## src/rtl/osfs_ram.sv

```systemverilog
// ----------------------------------------------------------------------------
// osfs_ram
// generic single-write, single-read ram with registered read data
// ----------------------------------------------------------------------------
module osfs_ram #(
   parameter int  WIDTH = 32,
   parameter int  DEPTH = 16,
   localparam int AW    = (DEPTH > 1) ? $clog2(DEPTH) : 1
) (
   input  logic             clock,
   input  logic             wr_en,
   input  logic [AW-1:0]    wr_addr,
   input  logic [WIDTH-1:0] wr_data,
   input  logic [AW-1:0]    rd_addr,
   output logic [WIDTH-1:0] rd_data
);

   logic [WIDTH-1:0] mem_ff [DEPTH];
   logic [WIDTH-1:0] rd_data_ff;

   always_ff @(posedge clock) begin
      if (wr_en) begin
         mem_ff[wr_addr] <= wr_data;
      end
      rd_data_ff <= mem_ff[rd_addr];
   end

   assign rd_data = rd_data_ff;

endmodule

```

## config.mk

```make
export PLATFORM = sky130hd
export DESIGN_NAME = osfs_ram
export DESIGN_NICKNAME = d
export VERILOG_FILES = /design/src/rtl/osfs_ram.sv
export SDC_FILE = /design/constraint.sdc
export NUM_CORES = 1
export LEC_CHECK = 0
export BUFFER_PORTS_ARGS = -buffer_cell sky130_fd_sc_hd__buf_4
export CORE_ASPECT_RATIO = 2
export CORE_MARGIN = 2
export CORE_UTILIZATION = 40
export CTS_BUF_LIST = sky130_fd_sc_hd__clkbuf_8
export DETAILED_ROUTE_END_ITERATION = 10
export GPL_TIMING_DRIVEN = 0
export PLACE_DENSITY = 0.68
export SYNTH_ARGS = -nofsm -noshare
export SYNTH_HDL_FRONTEND = slang
export SYNTH_SLANG_ARGS = --single-unit
```

## constraint.sdc

```tcl
create_clock -name clock -period 4.4 [get_ports clock]
set_input_delay 0.44 -clock clock [delete_from_list [all_inputs] [get_ports clock]]
set_output_delay 0.44 -clock clock [all_outputs]
set_load 0.01 [all_outputs]
```

==> metrics.txt, run 1 <==
status=complete, no violations; CORE AREA=49,070 um^2; final clock skew=0.01893 ns; CTS buffer count=71; DRC=0; RSZ-0062 raised after global routing=no; endpoints failing hold=0; CTS tree=done; Worst Slack Setup Final=2.393 ns; Total Wirelength=43,840 um; Synth Flop Type=edfxtp_1; fin nets=1,051; Hold Crit Class=primary input to flip-flop; Post-synth ARST share=0%; fraction of the yosys area taken by sequential cells=80.67%; highest clock rate=498.3 MHz; Clk pin slew, worst setup/hold paths=0.06 ns; # hold bufs at CTS=0; CP Launch Type=primary input; minimum clock period after layout=2.007 ns; gpl congestion=0.7311; Crit. End Element=flip-flop; post-layout util=47.27%; final instance area=23,190 um^2; Max Cap Viol=0; DP Area=21,750 um^2; post-synth net total=880; Setup CP Type=primary input to flip-flop; Worst Path Max Fanout=9; post-CTS sizing=0; root buffer cell=clkbuf_8; DR vias=9,299; max-slew violation count=0; Initial Utilization=40.46%; largest net degree at the start of global routing=21; Synth area leaders=edfxtp_1 77%, mux4_2 15%, dfxtp_1 3.2%; IR drop worst, VDD=0.0002027 V; critical path data required time=4.75 ns; All-Layer GR Usage=17.30%; dpl hpwl=27,760 um; I/O pins=74; Slew headroom=35.29%; Netlist cell types=18; Port Buffers=71; GRT overflow=0; H-tree levels=3; yosys warns=0; die height=319.1 um; final setup fails=0; Synth Area per Inst=23.69 um^2; initial antenna violation count=2; synthesized instance count=838; Row Count=115; crit path DAT=2.36 ns; drt pass-1 iters=5; area added between synthesis and finish=16.81%; post-route ant nets=0; Setup TNS=0 ns; placed cell count=1,579; Clock Path Buffers=3; worst slew pin tran=0.9706 ns; post-synth top area cell=edfxtp_1; Via density=5.438; EDFF count, synth=512; clk_lat worst skew=0.66 ns; final worst-path cycle share=45.61%; global-route wire length before repair=64,050 um; routed len/inst=25.64 um; Post-CTS Setup Inserts=0; #FFs+latches synth=544; share of layout cells above drive strength 1=33.58%; dpl ws=1.687 ns; top post-synthesis cells by count=512 x edfxtp_1, 128 x mux4_2, 64 x a22oi_1; synthesized cell area=19,850 um^2; top-area cell type share of the netlist area=77.44%; P per Cell Area=438.2 nW/um^2; LEAKAGE=7.469 nW; die width=161.5 um; CTS sink cnt=544; Die Area=51,540 um^2; non-filler cells, final=1,710; DRT iter0 DRCs=795; vias in the first global route=9,933; cell with the most instances after synthesis=edfxtp_1
[layout make-up]
cell class / instances / area (um^2)
Antenna cell: 1 / 2.502
Buffer: 43 / 222.7
Clock buffer: 74 / 1018
Clock inverter: 56 / 419.2
Fill cell: 3889 / 25870
Multi-Input combinational cell: 251 / 3726
Sequential cell: 544 / 16020
Tap cell: 643 / 804.5
Timing Repair Buffer: 98 / 983.4
[where the power goes]
| part | internal [mW] | leakage, nW | switching (mW) |
|---|---|---|---|
| sequential | 5.79 | 4.89 | 0.0324 |
| clock | 1.94 | 0.793 | 1.83 |
| combinational | 0.249 | 1.78 | 0.325 |
| total | 7.98 | 7.47 | 2.18 |
[cells by family (layout without fill, tap and decap cells)]
group	count (synthesis)	after routing	share of synthesized area (%)
AOI/OAI and AO/OA	64	64	2.420
DFF	544	544	80.67
other	0	1	0
buffers and inverters	43	271	1.122
and+or+nand+nor	59	59	1.273
muxes	128	128	14.52
[per-layer routing]
layer	routed length (um)	GRT usage, %	vias to the layer above
li1	-	-	3911
met1	15810	19.81	4963
met2	24180	31.40	330
met3	2449	3.264	93
met4	1387	7.341	2
met5	14	0	-
[final timing paths]
check	startpoint	to	slack (ns)	cells after the start
worst max-delay path	wr_addr[2]	mem_ff[0][20]	2.39	6
worst min-delay path	wr_data[8]	mem_ff[14][8]	0.08	1
worst max register to register	mem_ff[0][23]	rd_data[23]	2.98	3
worst min register to register	mem_ff[14][3]	rd_data[3]	0.68	3
[sequential cells by signal, summed over array words and instances, names as in the netlist]
name / count
mem_ff: 512
rd_data: 32
[cell usage in the layout, fill, tap and decap left out, types with 2 or more instances in the layout]
cell,Yosys,layout
a22oi_1,64,64
buf_1,9,9
buf_12,0,8
buf_16,0,4
buf_2,4,4
buf_4,11,83
buf_6,2,12
buf_8,0,4
bufinv_16,0,6
clkbuf_1,17,17
clkbuf_8,0,74
clkinv_1,0,12
clkinv_2,0,9
clkinvlp_4,0,6
dfxtp_1,32,32
edfxtp_1,512,512
inv_1,0,20
inv_6,0,2
mux4_2,128,128
nand2_1,33,33
nand2b_1,2,2
nand3b_1,2,2
nor2_4,0,12
nor2b_1,2,2
nor3_2,0,4
[per-stage QoR]
stage	total power, mW	hold slack, ns
floorplan	6.224	0.5389
global placement	6.482	0.6630
CTS	10.25	0.03905
finish	10.16	0.08233
detailed placement	6.519	0.6733
global route	10.48	0.07630
[worst max-delay path: stages]
cell	delay [ns]
buf_4	0.13
or3b_2	0.59
nor3_2	0.63
buf_6	0.24
buf_8	0.16
buf_8	0.16
Note: power is estimated with default switching activity, not from simulation.
==> inputs of run 2 (changes only) <==
--- a/config.mk
+++ b/config.mk
@@ -5,6 +5,7 @@
 export SDC_FILE = /design/constraint.sdc
 export NUM_CORES = 1
 export LEC_CHECK = 0
+export ABC_AREA = 1
 export BUFFER_PORTS_ARGS = -buffer_cell sky130_fd_sc_hd__buf_4
 export CORE_ASPECT_RATIO = 2
 export CORE_MARGIN = 2
@@ -12,7 +13,7 @@
 export CTS_BUF_LIST = sky130_fd_sc_hd__clkbuf_8
 export DETAILED_ROUTE_END_ITERATION = 10
 export GPL_TIMING_DRIVEN = 0
-export PLACE_DENSITY = 0.68
+export PLACE_DENSITY = 0.69
 export SYNTH_ARGS = -nofsm -noshare
 export SYNTH_HDL_FRONTEND = slang
 export SYNTH_SLANG_ARGS = --single-unit
==> constraint.sdc (replaced) <==
create_clock -name clock -period 1.79 [get_ports clock]
set_input_delay 0.179 -clock clock [delete_from_list [all_inputs] [get_ports clock]]
set_output_delay 0.179 -clock clock [all_outputs]
set_load 0.01 [all_outputs]
==> metrics.txt, run 2 <==
top-area cell type share of the netlist area=67.64%; Setup CP Type=primary input to flip-flop; dpl hpwl=43,040 um; P per Cell Area=975.7 nW/um^2; Slew headroom=32.62%; GRT overflow=0; Row Count=123; worst hold start=rd_addr[2]; Filler Cell Count=4,928; IR drop worst, VDD=0.0004726 V; area added between synthesis and finish=16.32%; minimum clock period after layout=1.424 ns; largest net degree at the start of global routing=22; Crit. End Element=flip-flop; commonest non-fill, non-tap cell in the layout=nand2_1; final worst-path cycle share=79.57%; Die Area=58,860 um^2; synthesized cell area=22,730 um^2; final setup fails=0; FF-to-FF path depth=6; Post-CTS Setup Inserts=0; drt pass-1 iters=8; share of layout cells above drive strength 1=11.93%; max reg flops=512; Comb pwr share=8.0%; Netlist cell types=15; DR vias=15,960; LEAKAGE=11.29 nW; post-synth net total=2,162; Port Buffers=71; reg2reg start=mem_ff[13][5]; top post-synthesis cells by count=677 x nand2_1, 512 x edfxtp_1, 388 x inv_1; critical path data required time=2.30 ns; DRT iter0 DRCs=1,550; All-Layer GR Usage=21.74%; Hold Crit Depth=5; root buffer cell=clkbuf_8; clk_lat worst skew=0.66 ns; CTS buffer count=73; Initial Utilization=40.47%; post-route ant nets=0; post-synth top area cell=edfxtp_1; clock power share=36.5%; die height=341.1 um; Clk pin slew, worst setup/hold paths=0.07 ns; switch share=24.05%; EDFF count, synth=512; most frequent cells in the layout=677 x nand2_1, 512 x edfxtp_1, 407 x inv_1, 385 x nand3_1, 79 x clkbuf_8; RSZ-0062 raised after global routing=no; total net switching power=6.205 mW; Synth Area per Inst=10.72 um^2; highest clock rate=702.1 MHz; post-CTS sizing=0; endpoints failing hold=0; crit path DAT=1.93 ns; die width=172.6 um; yosys warns=0; global-route wire length before repair=94,750 um; Clock Path Buffers=3; DRC=0; synthesized instance count=2,120; status=complete, no violations; I/O pins=74; placed cell count=2,957; Worst Setup SP=rd_addr[2]; non-filler cells, final=3,123; # hold bufs at CTS=32; CORE AREA=56,170 um^2; CTS sink cnt=544; Hold Crit Class=primary input to flip-flop; Worst Path Max Fanout=10; final clock skew=0.03420 ns; Via density=5.111; vias in the first global route=16,250; Worst Slack Setup Final=0.3657 ns; gpl congestion=0.8606; Total Wirelength=64,630 um; Setup TNS=0 ns; cell with the most instances after synthesis=nand2_1; worst slew pin tran=1.011 ns; H-tree levels=3; fraction of the yosys area taken by sequential cells=70.46%; Synth area leaders=edfxtp_1 68%, nand2_1 11%, nand3_1 8.5%; Int Pwr=19.59 mW; CP Launch Type=primary input; sequential group share of total power=55.5%; Max Cap Viol=0; fin nets=2,356; max-slew violation count=0; initial antenna violation count=1; Synth Flop Type=edfxtp_1; CTS tree=done; routed len/inst=20.70 um; dpl ws=-0.1818 ns; most flop-heavy register=mem_ff; #FFs+latches synth=544; Post-synth ARST share=0%
==> run 2: changes by cell type in the layout (fill, tap and decap cells not counted), moves of 6 or more <==
| cell | previous run | this run |
|---|---|---|
| inv_1 | 20 | 407 |
| buf_4 | 83 | 77 |
| buf_6 | 12 | 29 |
| a22oi_1 | 64 | 0 |
| mux4_2 | 128 | 0 |
| nand3_1 | 1 | 385 |
| dlygate4sd3_1 | 0 | 32 |
| nand2_1 | 33 | 677 |
| buf_2 | 4 | 41 |
==> run 2: stage by stage <==
| step | hold WS [ns] | utilization [%] | area, um^2 | total power [mW] |
|---|---|---|---|---|
| finish | 0.07737 | 47.07 | 26440 | 25.80 |
| global route | 0.08789 | 47.07 | 26440 | 26.51 |
| CTS | 0.09307 | 47.07 | 26440 | 25.81 |
| detailed placement | 0.4852 | 43.92 | 24670 | 16.58 |
| global placement | 0.4693 | 43.11 | 24220 | 16.47 |
| floorplan | 0.2779 | - | 22750 | 15.59 |
==> run 2: cell type report <==
class	instances	area, um^2	share of cell area [%]
clock buffer	79	1087	4.112
inverter	390	1466	5.546
clock inverter	54	357.8	1.353
antenna	1	2.502	0.009464
sequential	544	16020	60.57
buffer	105	701.9	2.655
tap	750	938.4	3.549
multi-input combinational	1081	4667	17.65
timing repair buffer	119	1204	4.552
==> run 2: worst max-delay path: stages <==
cell and delay (ns):
buf_4 0.11, buf_2 0.30, buf_1 0.70, nand3_1 0.26, nand3_1 0.21, nand2_1 0.15
==> run 2: routing by layer <==
metal | up-vias | share of wire (%) | GRT usage [%]
li1 | 7245 | - | -
met1 | 7567 | 32 | 21.93
met2 | 881 | 51 | 39.61
met3 | 270 | 7.9 | 3.398
met4 | 0 | 8.3 | 17.33
met5 | - | 0 | 0
==> run 2: cell families (layout without fill, tap and decap cells) <==
group                  after synthesis  after routing  synth area share [%]
buffers and inverters              495            747                 9.539
DFF                                544            544                 70.46
and+or+nand+nor                   1081           1081                 20.00
other                                0              1                     0
==> run 2: worst paths after layout <==
path | to | slack [ns]
max | rd_data[5] | 0.37
min | rd_data[3] | 0.08
max reg2reg | rd_data[5] | 0.56
min reg2reg | rd_data[26] | 0.66
==> run 2: power groups by stage <==
| stage | logic [mW] | registers, mW | clock network, mW |
|---|---|---|---|
| 3_5_place_dp | 2.00 | 14.6 | 0 |
| 3_3_place_gp | 1.89 | 14.6 | 0 |
| 5_1_grt | 2.23 | 14.3 | 9.96 |
| 2_1_floorplan | 0.973 | 14.6 | 0 |
| 6_report | 2.07 | 14.3 | 9.42 |
| 4_1_cts | 2.06 | 14.3 | 9.44 |
==> inputs of run 3 (changes only) <==
--- a/config.mk
+++ b/config.mk
@@ -5,7 +5,7 @@
 export SDC_FILE = /design/constraint.sdc
 export NUM_CORES = 1
 export LEC_CHECK = 0
-export ABC_AREA = 1
+export ABC_AREA = 0
 export BUFFER_PORTS_ARGS = -buffer_cell sky130_fd_sc_hd__buf_4
 export CORE_ASPECT_RATIO = 2
 export CORE_MARGIN = 2
@@ -13,7 +13,7 @@
 export CTS_BUF_LIST = sky130_fd_sc_hd__clkbuf_8
 export DETAILED_ROUTE_END_ITERATION = 10
 export GPL_TIMING_DRIVEN = 0
-export PLACE_DENSITY = 0.69
+export PLACE_DENSITY = 0.7
 export SYNTH_ARGS = -nofsm -noshare
 export SYNTH_HDL_FRONTEND = slang
 export SYNTH_SLANG_ARGS = --single-unit
==> constraint.sdc (replaced) <==
create_clock -name clock -period 1.3 [get_ports clock]
set_input_delay 0.13 -clock clock [delete_from_list [all_inputs] [get_ports clock]]
set_output_delay 0.13 -clock clock [all_outputs]
set_load 0.01 [all_outputs]
==> metrics.txt, run 3 (synthesis gave the netlist of run 1 again) <==
routed len/inst=26.64 um; DP Area=21,610 um^2; Die Area=51,540 um^2; Hold Crit Class=primary input to flip-flop; Worst path most repeated cell=buf_8; H-tree levels=3; initial antenna violation count=1; die height=319.1 um; area added between synthesis and finish=20.90%; Top Family by Delay on Critical Path=simple AND/OR/NAND/NOR gates; fin nets=1,094; critical path data required time=1.64 ns; Filler Cell Count=3,812; max-slew violation count=0; CP Cell Sequence=buf_8, nand3b_1, nor3_4, buf_8, buf_12; I/O pins=74; global-route wire length before repair=65,190 um; DRT iter0 DRCs=935; Clock Path Buffers=3; root buffer cell=clkbuf_8; drt pass-1 iters=5; failing checks=negative setup slack; most flop-heavy register=mem_ff; area taken by multi-input logic gates=4126 um^2; final clock skew=0.02159 ns; Via density=5.530; Initial Utilization=40.46%; dpl ws=-1.014 ns; final worst-path cycle share=114.7%; worst slew pin tran=0.9745 ns; GRT overflow=0; CTS tree=done; DRC=0; All-Layer GR Usage=17.62%; CORE AREA=49,070 um^2; highest clock rate=670.6 MHz; LEAKAGE=7.723 nW; clk_lat worst skew=0.64 ns; die width=161.5 um; Worst Slack Setup Final=-0.1912 ns; Row Count=115; minimum clock period after layout=1.491 ns; Max Cap Viol=0; final instance area=24,000 um^2; Port Buffers=71; WP buf/inv=3; CTS buffer count=71; crit path DAT=1.83 ns; max reg flops=512; DR vias=9,694; Crit. End Element=flip-flop; P per Cell Area=1438 nW/um^2; Total Wirelength=46,700 um; Fin Hold WS=0.002573 ns; largest net degree at the start of global routing=33; Clk pin slew, worst setup/hold paths=0.07 ns; Slew headroom=35.03%; CTS sink cnt=544; share of layout cells above drive strength 1=37.87%; register area=16,020 um^2; Critical Path Max Stage Delay=0.67 ns; gpl congestion=0.7106; Worst Path Max Fanout=10; most frequent cells in the layout=512 x edfxtp_1, 128 x mux4_2, 80 x clkbuf_8, 73 x buf_4, 40 x a22oi_2; commonest non-fill, non-tap cell in the layout=edfxtp_1; RSZ-0062 raised after global routing=yes; IR drop worst, VDD=0.0006094 V; CP Launch Type=primary input; post-route ant nets=0; status=complete, but fails checks; Setup CP Type=primary input to flip-flop; total power=34.51 mW; vias in the first global route=10,210; final setup fails=47; endpoints failing hold=0; slowest cell on the critical path=nand3b_1; post-layout util=48.92%; dpl hpwl=25,920 um
## run 3: routing by layer
| metal | wire (um) | track usage [%] | vias up |
|---|---|---|---|
| met2 | 25980 | 32.96 | 454 |
| met1 | 15800 | 19.56 | 5097 |
| met4 | 1903 | 6.984 | 0 |
| met5 | 0 | 0 | - |
| li1 | - | - | 4032 |
| met3 | 3024 | 3.160 | 111 |
## run 3: timing repair
action,4_1_cts,5_1_grt
gates cloned,3,9
gates resized for setup,25,41
hold buffers,33,0
pin swaps,24,35
endpoints found under the hold margin,521,0
setup buffers,3,13
setup endpoints to repair,459,333
## run 3: area by class of cell
cell class                 instances  area share, %
buffer                            43          1.277
multi-input combinational        263          17.19
timing repair buffer             129          5.546
antenna                            1        0.01042
tap                              643          3.352
sequential                       544          66.72
clock buffer                      80          4.587
clock inverter                    50          1.314
## run 3: stage by stage
stage          setup TNS [ns]  cells
4_1_cts                -65.32   1730
3_5_place_dp          -445.18   1561
5_1_grt                -7.255   1753
3_3_place_gp          -541.29   1552
6_report               -5.225   1753
2_1_floorplan         -103.45    838
## run 3: power by group
group	total (mW)	internal [mW]	switching, mW	leakage [nW]
clock network	12.6	6.46	6.13	0.806
registers	19.7	19.6	0.109	4.89
logic	2.22	0.990	1.23	2.02
## run 3: worst paths after layout
kind	start	end	slack (ns)	depth (start not counted)
max	wr_addr[2]	mem_ff[8][2]	-0.19	5
min	wr_addr[1]	mem_ff[12][25]	0.003	2
max reg2reg	mem_ff[10][14]	rd_data[14]	-0.08	3
min reg2reg	mem_ff[14][24]	rd_data[24]	0.66	3
## run 3: worst register-to-register path: cells and delay by family, from the launching register on
family	cells	cell delay (ns)
AOI/OAI and AO/OA	1	0.25
muxes	1	0.49
and+or+nand+nor	1	0.11
DFF	1	0.38
